<file path="src/design/vamt_pkg.sv">
// ----------------------------------------------------------------------------
// Vector ALU package
// Item types, operation codes and per-lane operand bundle.
// ----------------------------------------------------------------------------
package vamt_pkg;

    localparam int CFG_IDX_W  = 2;
    localparam int CFG_DATA_W = 64;
    localparam int N_ROWS     = 4;

    typedef enum logic [2:0] {
        FN_ADD   = 3'd0,
        FN_SUB   = 3'd1,
        FN_DOT   = 3'd2,
        FN_SCALE = 3'd3,
        FN_CROSS = 3'd4,
        FN_MAT   = 3'd5
    } t_func;

    typedef struct packed {
        logic [2:0]         func;
        logic signed [15:0] a_x;
        logic signed [15:0] a_y;
        logic signed [15:0] a_z;
        logic signed [15:0] a_w;
        logic signed [15:0] b_x;
        logic signed [15:0] b_y;
        logic signed [15:0] b_z;
        logic signed [15:0] b_w;
    } t_in_item;

    typedef struct packed {
        logic signed [15:0] r_x;
        logic signed [15:0] r_y;
        logic signed [15:0] r_z;
        logic signed [15:0] r_w;
        logic               saturated;
    } t_out_item;

    // one result component: sum over four terms of +/- p*q
    typedef struct packed {
        logic [3:0]       neg;
        logic [3:0][15:0] p;
        logic [3:0][15:0] q;
    } t_lane_ops;

endpackage

</file>
<file path="src/design/vamt_opsel.sv">
// ----------------------------------------------------------------------------
// Vector ALU operand select
// Maps an operation onto four product-sum lanes.
// ----------------------------------------------------------------------------
module vamt_opsel #(
    parameter int FRAC_BITS = 8
) (
    input  vamt_pkg::t_in_item             i_item,
    input  logic [3:0][63:0]               i_rows,
    output vamt_pkg::t_lane_ops [3:0]      o_ops
);
    import vamt_pkg::*;

    localparam logic [15:0] ONE = 16'(1 << FRAC_BITS);

    logic [3:0][15:0] w_a;
    logic [3:0][15:0] w_b;

    assign w_a = {i_item.a_w, i_item.a_z, i_item.a_y, i_item.a_x};
    assign w_b = {i_item.b_w, i_item.b_z, i_item.b_y, i_item.b_x};

    always_comb begin
        o_ops = '0;
        unique case (t_func'(i_item.func))
            FN_ADD: begin
                for (int i = 0; i < 4; i++) begin
                    o_ops[i].p[0] = w_a[i];
                    o_ops[i].q[0] = ONE;
                    o_ops[i].p[1] = w_b[i];
                    o_ops[i].q[1] = ONE;
                end
            end
            FN_SUB: begin
                for (int i = 0; i < 4; i++) begin
                    o_ops[i].p[0]   = w_a[i];
                    o_ops[i].q[0]   = ONE;
                    o_ops[i].p[1]   = w_b[i];
                    o_ops[i].q[1]   = ONE;
                    o_ops[i].neg[1] = 1'b1;
                end
            end
            FN_DOT: begin
                for (int j = 0; j < 4; j++) begin
                    o_ops[0].p[j] = w_a[j];
                    o_ops[0].q[j] = w_b[j];
                end
            end
            FN_SCALE: begin
                for (int i = 0; i < 4; i++) begin
                    o_ops[i].p[0] = w_a[i];
                    o_ops[i].q[0] = w_b[0];
                end
            end
            FN_CROSS: begin
                o_ops[0].p[0]   = w_a[1];
                o_ops[0].q[0]   = w_b[2];
                o_ops[0].p[1]   = w_a[2];
                o_ops[0].q[1]   = w_b[1];
                o_ops[0].neg[1] = 1'b1;
                o_ops[1].p[0]   = w_a[2];
                o_ops[1].q[0]   = w_b[0];
                o_ops[1].p[1]   = w_a[0];
                o_ops[1].q[1]   = w_b[2];
                o_ops[1].neg[1] = 1'b1;
                o_ops[2].p[0]   = w_a[0];
                o_ops[2].q[0]   = w_b[1];
                o_ops[2].p[1]   = w_a[1];
                o_ops[2].q[1]   = w_b[0];
                o_ops[2].neg[1] = 1'b1;
            end
            FN_MAT: begin
                for (int i = 0; i < 4; i++) begin
                    for (int j = 0; j < 4; j++) begin
                        o_ops[i].p[j] = i_rows[i][16*j +: 16];
                        o_ops[i].q[j] = w_a[j];
                    end
                end
            end
            default: begin
            end
        endcase
    end

endmodule

</file>
<file path="config.mk">
export PLATFORM = sky130hd
export DESIGN_NAME = vamt_opsel
export DESIGN_NICKNAME = d
export VERILOG_FILES = /design/src/design/vamt_pkg.sv /design/src/design/vamt_opsel.sv
export SDC_FILE = /design/constraint.sdc
export NUM_CORES = 1
export LEC_CHECK = 0
export BUFFER_PORTS_ARGS = -buffer_cell sky130_fd_sc_hd__clkbuf_2
export CORE_AREA = 8 8 353 355
export DETAILED_ROUTE_END_ITERATION = 10
export DIE_AREA = 0 0 361 363
export GPL_TIMING_DRIVEN = 0
export SYNTH_ARGS = -nofsm -noshare
export SYNTH_HDL_FRONTEND = slang
export SYNTH_SLANG_ARGS = --single-unit
</file>
<file path="constraint.sdc">
create_clock -name vclk -period 1.33
set_input_delay 0 -clock vclk [all_inputs]
set_output_delay 0 -clock vclk [all_outputs]
set_load 0.005 [all_outputs]
</file>
Word-level counts from Yosys, hierarchy flattened
Cells that the tools add are included.
{"block": "word_totals", "input_bits": 387, "regBits": 0, "out_inout_bits": 528, "wordCells": 37}
{"block": "op_classes", "mux": 24, "reduce_logical": 8, "eq_ne": 5}
{"cell": "16-bit case mux with 3 select lines", "n": 10}
{"cell": "16-bit case mux with 4 select lines", "n": 3}
{"cell": "32-bit 2-to-1 mux", "n": 4}
{"cell": "32-bit case mux with 2 select lines", "n": 2}
{"cell": "16-bit case mux with 2 select lines", "n": 3}
{"cell": "2-bit OR reduction", "n": 5}
{"cell": "3-bit by 2-bit equality test with 1-bit output, second input constant", "n": 2}
{"cell": "3-bit equality test, second input constant", "n": 2}
{"cell": "4-bit OR reduction", "n": 1}
{"cell": "3-bit by 1-bit equality test with 1-bit output, second input constant", "n": 1}
{"cell": "3-bit zero test", "n": 1}
{"cell": "3-bit OR reduction", "n": 1}
{"cell": "1-bit 2-to-1 mux", "n": 2}

Logic depth before layout (Yosys ltp)
{"block": "depth", "ltp_word": 3, "mapped_depth": 7, "depth_no_buf": 3}

Worst setup path after synthesis
OpenSTA, ideal clock, no wires.
{"block": "synth_timing", "path_type": "input-to-output", "startpoint": "input port i_item[130] (netlist bit)", "endpoint": "output port o_ops[261] (netlist bit)", "t_required_ns": 1.330, "path_slack_ns": 0.341, "n_path_buf": 5, "t_arrival_ns": 0.989, "stages": 7, "cell_sequence": "buf_2 buf_6 buf_6 buf_4 xnor2_1 nor2_1 buf_4"}
{"element": "start, declared", "line_no": "vamt_opsel.sv:8", "rtl": "input vamt_pkg::t_in_item i_item,"}
{"element": "end, declared", "line_no": "vamt_opsel.sv:10", "rtl": "output vamt_pkg::t_lane_ops [3:0] o_ops"}

==> impl_results.md <==
- CP Class: in -> out
- Worst-path fanout max: 8
- RSZ-0062 raised after global routing: yes
- Vert. Die Dim: around 360 um
- Io pins: around 920
- Initial core utilization: 0.0554
- Pwr/cell area: between 300 and 400 nW/um2
- Failing checks: setup timing
- Arr. time, crit path: ~1.4 ns
- Crit path launch type: primary input
- Synth cell types: 37
- Final setup TNS: -0.0336 ns
- Via Count: ~14000
- Hold violation total from the final report: 0
- Vias per inst: 3.87
- Slew @ Worst Pin: just under 0.6 ns
- Synth Cell Area: approximately 6600 um2
- FF+latch count: 0
- Detail Route Antenna Nets: 0
- Buffers on Ports: between 900 and 1000
- M1 WL: between 50000 and 60000 um
- Syn Inst Count: between 1000 and 1500
- Drt pass-1 iters: 7
- GR Overflow Total: 0
- Seq/Total Area, Yosys: 0
- Residual DRC: 0
- Commonest cells after routing, fill and taps aside: clkbuf_2, buf_4, and3_1
- Critical path endpoint category: output pin
- Vias in the first global route: between 10000 and 15000
- Final worst path period need: about 1.4 ns
- Routed wire length on met3: 18000 um
- Clock buffers: 0
- Initial antenna violation count: around 160
- Die width: about 360 um
- DP HPWL: roughly 130000 um
- Iter 0 DRT Violations: 1150
- Max Freq: around 740 MHz
- Post-CTS Hold Buffers: 0
- Die area: around 130000 um2
- Final setup viols: 3
- Run status: finished with violations
- Max Cap Viol: 0
- Final Net Count: between 2000 and 2500
- Rows: roughly 130
- Largest net degree at the start of global routing: 11
- Reg area: 0 um2
- Routed length on met2: 63500 um
- First-pass GRT wire length: 167000 um
- Layout area overhead: 140%
- Uppermost layer routed: met5
- Yosys Warn Count: 0
- Max Slew Vio Count: 0
- Final WS setup: -0.0206 ns
- Total power: 6000 uW
- Post-Route WL: roughly 140000 um
- Slew Limit Headroom: 0.609
- Tot GR Track Use: 0.196
- Worst hold-check path type: in -> out
- Critical Path RT: about 1.3 ns
- Placeable Area: about 120000 um2
- Gpl congestion: 0.899
- Commonest non-fill, non-tap cell in the layout: clkbuf_2
- Share of cells above drive strength 1: 0.660
- Syn avg cell area: ~6.3 um2
- Post-detailed-route wirelength per cell: about 39 um
- Static leakage: ~0.0086 uW
- Final Cycle Share: 1.02
- Max VDD drop: ~0.13 mV
==> cells in the mapped netlist, drive strengths merged, types with 32 or more instances <==
library cell  count  area [um2]
o21ai            61         305
a21oi            97         489
mux2i            48         480
clkbuf           52         208
and3            143         895
buf             148        1030
a211oi           32         240
nand2            78         293
o22ai            48         300
nor2             37         144
nand2b           33         206
a21o             51         383
nor2b            49         307
a22o             64         561
==> final cells by class <==
type                            count  area, um2
Buffer                            198       1940
Antenna cell                       35       87.6
Timing Repair Buffer              947       5620
Tap cell                         1548       1940
Fill cell                       13900     103000
Multi-Input combinational cell    840       6180
Inverter                           17       63.8
==> power by group <==
| group | total (uW) | internal [uW] | switching [uW] | leakage [uW] |
|---|---|---|---|---|
| Combinational | 6000 | 2420 | 3580 | 0.00862 |
| Sequential | 0 | 0 | 0 | 0 |
| Clock | 0.00290 | 0.00290 | 0 | 0.000000222 |
| Total | 6000 | 2420 | 3580 | 0.00862 |
==> critical path, stage by stage <==
cell and delay, ns:
buf_8 0.10, and2b_4 0.29, buf_12 0.16, buf_16 0.18, buf_12 0.14, buf_8 0.10
and3_4 0.19, buf_12 0.14
==> metrics by stage <==
stage	util	instance area, um2	std cells	setup WS [ns]	hold WS, ns
after CTS	0.128	15200	3546	-0.131	0.296
final	0.133	15800	3585	-0.0206	0.298
after global placement	0.110	13100	3508	-0.988	0.295
after global routing	0.132	15700	3550	-0.0571	0.313
after detailed placement	0.110	13100	3508	-0.962	0.296
after floorplan	-	6640	1057	0.341	0.0981
==> metal layers <==
| layer | track usage | vias to the layer above |
|---|---|---|
| met1 | 0.218 | 6662 |
| li1 | - | 5742 |
| met2 | 0.329 | 1077 |
| met5 | 0 | - |
| met3 | 0.109 | 269 |
| met4 | 0.0428 | 120 |
==> final timing paths <==
kind        start    endpoint  slack (ns)  cells past startpoint
max   i_item[129]  o_ops[238]       -0.02                      8
min    i_rows[41]  o_ops[105]        0.30                      3
==> what timing repair did <==
item | in CTS | in global routing
endpoints found under the setup margin | 509 | 240
resized for setup | 449 | 188
gates cloned | 8 | 3
pin swaps | 37 | 28
buffers inserted | 31 | 4
==> logic make-up (layout without fill, tap and decap cells) <==
| group | Yosys count | count (layout) | synth area share |
|---|---|---|---|
| buffers and inverters | 217 | 1162 | 0.197 |
| and+or+nand+nor | 362 | 362 | 0.301 |
| muxes | 48 | 48 | 0.0728 |
| AOI/OAI and AO/OA | 417 | 417 | 0.427 |
| xor gates and xnor gates | 1 | 1 | 0.00133 |
| other | 1 | 47 | 0.000568 |
(Power assumes the default switching activity.)
