File: src/design/vamt_pkg.sv
// ----------------------------------------------------------------------------
// Vector ALU package
// Item types, operation codes and per-lane operand bundle.
// ----------------------------------------------------------------------------
package vamt_pkg;

    localparam int CFG_IDX_W  = 2;
    localparam int CFG_DATA_W = 64;
    localparam int N_ROWS     = 4;

    typedef enum logic [2:0] {
        FN_ADD   = 3'd0,
        FN_SUB   = 3'd1,
        FN_DOT   = 3'd2,
        FN_SCALE = 3'd3,
        FN_CROSS = 3'd4,
        FN_MAT   = 3'd5
    } t_func;

    typedef struct packed {
        logic [2:0]         func;
        logic signed [15:0] a_x;
        logic signed [15:0] a_y;
        logic signed [15:0] a_z;
        logic signed [15:0] a_w;
        logic signed [15:0] b_x;
        logic signed [15:0] b_y;
        logic signed [15:0] b_z;
        logic signed [15:0] b_w;
    } t_in_item;

    typedef struct packed {
        logic signed [15:0] r_x;
        logic signed [15:0] r_y;
        logic signed [15:0] r_z;
        logic signed [15:0] r_w;
        logic               saturated;
    } t_out_item;

    // one result component: sum over four terms of +/- p*q
    typedef struct packed {
        logic [3:0]       neg;
        logic [3:0][15:0] p;
        logic [3:0][15:0] q;
    } t_lane_ops;

endpackage

File: src/design/vamt_lane.sv
// ----------------------------------------------------------------------------
// Vector ALU lane
// Four signed products summed, rounded, rescaled and clamped to 16 bits.
// ----------------------------------------------------------------------------
module vamt_lane #(
    parameter int FRAC_BITS = 8
) (
    input  vamt_pkg::t_lane_ops i_ops,
    output logic signed [15:0]  o_res,
    output logic                o_sat
);
    import vamt_pkg::*;

    localparam int SUM_W = 35;
    localparam logic signed [SUM_W-1:0] BIAS  = SUM_W'((1 << FRAC_BITS) >> 1);
    localparam logic signed [SUM_W-1:0] MAX_V = SUM_W'(32767);
    localparam logic signed [SUM_W-1:0] MIN_V = SUM_W'(-32768);

    logic signed [31:0]      w_prod [4];
    logic signed [SUM_W-1:0] w_term [4];
    logic signed [SUM_W-1:0] w_sum;
    logic signed [SUM_W-1:0] w_scaled;

    always_comb begin
        for (int j = 0; j < 4; j++) begin
            w_prod[j] = $signed(i_ops.p[j]) * $signed(i_ops.q[j]);
            w_term[j] = i_ops.neg[j] ? -SUM_W'(w_prod[j]) : SUM_W'(w_prod[j]);
        end
        w_sum    = w_term[0] + w_term[1] + w_term[2] + w_term[3] + BIAS;
        w_scaled = w_sum >>> FRAC_BITS;
    end

    always_comb begin
        priority if (w_scaled > MAX_V) begin
            o_res = 16'sh7fff;
            o_sat = 1'b1;
        end else if (w_scaled < MIN_V) begin
            o_res = 16'sh8000;
            o_sat = 1'b1;
        end else begin
            o_res = w_scaled[15:0];
            o_sat = 1'b0;
        end
    end

endmodule

File: config.mk
export PLATFORM = sky130hd
export DESIGN_NAME = vamt_lane
export DESIGN_NICKNAME = d
export VERILOG_FILES = /design/src/design/vamt_pkg.sv /design/src/design/vamt_lane.sv
export SDC_FILE = /design/constraint.sdc
export NUM_CORES = 2
export LEC_CHECK = 0
export ABC_AREA = 1
export BUFFER_PORTS_ARGS = -buffer_cell sky130_fd_sc_hd__buf_2
export CORE_MARGIN = 2
export CORE_UTILIZATION = 45
export DETAILED_ROUTE_END_ITERATION = 6
export PLACE_DENSITY = 0.64
export SLEW_MARGIN = 20
export SYNTH_ARGS = -nofsm -noshare
export SYNTH_HDL_FRONTEND = slang
export SYNTH_SLANG_ARGS = --single-unit
File: constraint.sdc
create_clock -name vclk -period 14.5
set_clock_uncertainty 0.1 [all_clocks]
set_input_delay 2.9 -clock vclk [all_inputs]
set_output_delay 2.9 -clock vclk [all_outputs]
set_load 0.1 [all_outputs]
# Word-level counts from Yosys, hierarchy flattened
# Index checks and enable logic that the tools add are counted.
# op_classes
addsub	8
n_mul	4
magnitude_cmp	2
n_mux	8
# ops
op	count
two-way mux 35 bit	4
negation 32 -> 35 bit	4
multiplier 16 x 16 -> 32 bit	4
adder 35 bit	3
adder 35 x 9 -> 35 bit, second input constant	1
two-way mux 16 bit	2
> comparator 27 x 16 -> 1 bit, second input constant	1
< comparator 27 x 16 -> 1 bit, second input constant	1
two-way mux 1 bit	2
# word_totals
regBits	0
inputBits	132
out_inout_bits	17
elab_cells	22

# Depth between registers and ports, before layout
# depth
word_depth	10
mapped_depth	59
mapped_depth_nobuf	56

# Least setup slack after synthesis
# Ideal clock, no wire load.
# synth_path
path_kind	input to output
from	in i_ops[17] (netlist bit)
to	out o_res[12]
arrival_time_ps	12437
t_required_ps	11500
slack_ps	-937
path_stages	44
n_path_buf	3
cell_sequence	clkbuf_1 -> clkbuf_1 -> nand2_1 -> fa_1 -> fa_1 -> fa_1 -> fa_1 -> inv_1 -> fa_1 -> fa_1 -> ha_1 -> nand2_1 -> inv_1 -> a21oi_2 -> nand3_1 -> nor2_1 -> nor2_2 -> nor4_2 -> [8 not listed] -> ha_1 -> ha_1 -> nand2_1 -> nor4_1 -> nand3_1 -> nand3_2 -> nand3_1 -> nand2_1 -> a21oi_1 -> inv_1 -> nand2_1 -> nand2_1 -> xor2_2 -> nand4_1 -> nand3_4 -> buf_4 -> nand2_1 -> nand2_1
# synth_between
elab_chain_len	10
word_cells_on_any_way	11
classes_between	add/sub: 5; mul: 1; order compare: 2; mux: 3
# synth_rtl
element	line_no	rtl
from (decl)	vamt_lane.sv:8	input vamt_pkg::t_lane_ops i_ops,
multiplier 16 x 16 -> 32 bit (*)	vamt_lane.sv:26	w_prod[j] = $signed(i_ops.p[j]) * $signed(i_ops.q[j]);
negation 32 -> 35 bit	vamt_lane.sv:27	w_term[j] = i_ops.neg[j] ? -SUM_W'(w_prod[j]) : SUM_W'(w_prod[j]);
two-way mux 35 bit (*)	vamt_lane.sv:27	
adder 35 bit (*) (3 in series)	vamt_lane.sv:29	w_sum = w_term[0] + w_term[1] + w_term[2] + w_term[3] + BIAS;
adder 35 x 9 -> 35 bit (*)	vamt_lane.sv:29	
< comparator 27 x 16 -> 1 bit	vamt_lane.sv:37	end else if (w_scaled < MIN_V) begin
two-way mux 16 bit	vamt_lane.sv:37	
two-way mux 16 bit (*)	vamt_lane.sv:34	priority if (w_scaled > MAX_V) begin
to (decl)	vamt_lane.sv:9	output logic signed [15:0] o_res,
# Mark *: on every way between the ends. The rest lies on a longest branch, timed or not.

# Worst setup path in the final report
# layout_path
from	in i_ops[19] (netlist bit)
to	out o_res[1]
# The elaborated chain is that of the path after synthesis.

==> flow_metrics.tcl <==
set metrics [dict create \
    status "finished, violations left" \
    violations "negative setup slack" \
    synth.distinct_cells 53 \
    critPathRequiredTime_ns 11.50 \
    drive_above_1_share_pct 25.4 \
    detailedRoute.firstIterationViolations 2440 \
    worst_slew_pin_slew_ns 0.913 \
    vias 46175 \
    period_needed_ns 15.19 \
    grt_pass1_vias 48957 \
    synth.most_common_cell "inv_1" \
    hold_path_startpoint "i_ops[128]" \
    port-buffer-count 149 \
    hold_class "input pin to output pin" \
    dp_hpwl_mm 125 \
    worstSetupStartpoint "i_ops[19]" \
    die_w_um 340 \
    ys_warn_count 0 \
    hold_path_end "o_res[15]" \
    vias_per_cell 4.75 \
    hold_buffers 0 \
    rsz0062_at_grt "true" \
    insertedDiodeCount 0 \
    antenna_found_initial 3 \
    synth_nets 8756 \
    synthToLayoutAreaGrowth_pct 30.1 \
    yosys-top-cells-count "inv_1 (2152), nand2_1 (1988), fa_1 (1115)" \
    syn_area_um2 50900 \
    final_nets 9856 \
    synth_top_area_share_pct 43.9 \
    nFillCells 10251 \
    critPathKind "input pin to output pin" \
    drv_slew 0 \
    core.rowCount 123 \
    ff_latch_area_um2 0 \
    cp_slowest_stage_delay_ns 0.57 \
    yosysTopAreaCell "fa_1" \
    overflow 0 \
    final_util_pct 59.0 \
    fmax_mhz 65.8 \
    multi_input_area_um2 45400 \
    grt_max_degree 25 \
    clkbuf_count 0 \
    synth_area_leaders "fa_1 (44%), inv_1 (16%), nand2_1 (15%)" \
    hold_viol 0 \
    crit_top_cell "fa_1" \
    drt_wl_total_mm 141 \
    synthCells 7114 \
    min_period_over_period_pct 105 \
    die_h_um 340 \
    dr.pass1.iters 5 \
    io_pins 149 \
    post-route-drc-count 0 \
    critical-path-slowest-cell "fa_1" \
    setup_violations 17 \
    die_area_um2 116000 \
    startpoint_type "input pin" \
    worst_slack_ns -0.695 \
    ys_seq_area_share_pct 0 \
    gp_congestion 0.932 \
    synth.avg_cell_area_um2 7.15 \
    min_path_cells 10 \
    path_max_fanout 8 \
    maxCapViolations 0 \
    setup-tns-final_ns -11.33 \
    ant_nets 0 \
    grt_usage_pct 24.9 \
    start_util_pct 45.3 \
    grt_first_pass_wirelength_mm 240 \
    worstPathArrival_ns 12.19 \
    wl_per_cell_um 14.5 \
    slew_headroom_pct 38.5 \
    seq_cells 0 \
    coreArea_um2 112000 \
    cp-end-kind "output pin" \
]
## through the flow
stage               cells  instance area [µm²]  hold WS [ns]  setup WS, ns
finish               9712                66200          7.07        -0.695
global route         9712                66200          7.12         -1.12
CTS                  9672                64900          7.10        -0.542
detailed placement   9592                62000          7.09         -1.12
global placement     9592                62000          7.08         -1.06
floorplan            7114                52000          6.42       -0.0651
## worst max-delay path, delay by kind of cell
kind / cells / cell delay, ns
AO/OA/AOI/OAI: 2 / 0.15
XOR/XNOR: 1 / 0.19
adder cells (fa/ha/maj): 11 / 4.88
buffers and inverters: 14 / 1.49
AND/OR/NAND/NOR: 21 / 2.55
## kinds of logic after synthesis
group           share of synthesized area (%)
compound gates                           3.01
xor+xnor                                 3.19
fa+ha+maj                                53.6
buf+inv                                  17.7
simple gates                             22.5
## repair_timing
action / in CTS / in global routing
pin swaps: 199 / 180
cloned: 1 / 0
setup buffers: 80 / 41
resized for setup: 542 / 262
hold endpoints to repair: 0 / 0
setup endpoints to repair: 17 / 17
## routing by layer
metal / track usage [%] / routed length, µm
met1: 34.9 / 63700
met3: 1.65 / 5870
met5: 0 / 41
met2: 43.5 / 69100
met4: 3.12 / 2090
## layout by cell type (no fill, tap or decap), types with 8 or more instances in the layout
cell type / Yosys / layout
a21o_1: 8 / 8
a21oi_1: 128 / 94
a21oi_2: 12 / 33
a21oi_4: 0 / 13
buf_12: 0 / 59
buf_2: 1 / 57
buf_4: 1 / 1132
buf_6: 1 / 61
buf_8: 0 / 8
fa_1: 1115 / 1090
fa_2: 0 / 25
ha_1: 395 / 293
ha_2: 0 / 9
ha_4: 0 / 93
inv_1: 2152 / 2081
inv_2: 16 / 80
nand2_1: 1988 / 1802
nand2_2: 25 / 165
nand2_4: 1 / 36
nand2_8: 0 / 11
nand3_1: 194 / 177
nand3_2: 13 / 25
nand3b_1: 19 / 19
nand4_1: 84 / 84
nor2_1: 284 / 208
nor2_2: 37 / 79
nor2_4: 2 / 36
nor3_1: 39 / 25
nor3_2: 9 / 16
o21ai_0: 71 / 49
o21ai_1: 4 / 17
o21ai_2: 4 / 11
o21bai_1: 18 / 16
or2_2: 38 / 37
xnor2_1: 59 / 43
xnor2_2: 1 / 17
xor2_1: 114 / 92
xor2_2: 4 / 18
xor2_4: 1 / 9
## worst max path at each step
stage / slack [ns] / to / cells past startpoint
final: -0.69 / o_res[1] / 49
after global placement: -1.06 / o_sat / 50
after floorplan: -0.07 / o_res[10] / 44
after global routing: -1.12 / o_res[1] / 55
after detailed placement: -1.12 / o_res[9] / 51
after CTS: -0.54 / o_res[9] / 52
## area by class of cell
| class | instances | area share (%) |
|---|---|---|
| inverters | 2168 | 12.3 |
| well taps | 1500 | 2.83 |
| repair buffers | 1325 | 16.3 |
| multi-input cells | 4719 | 68.5 |
Power is not shown: default switching activity piles up to over one toggle a cycle in this logic, so the estimate is an artifact.
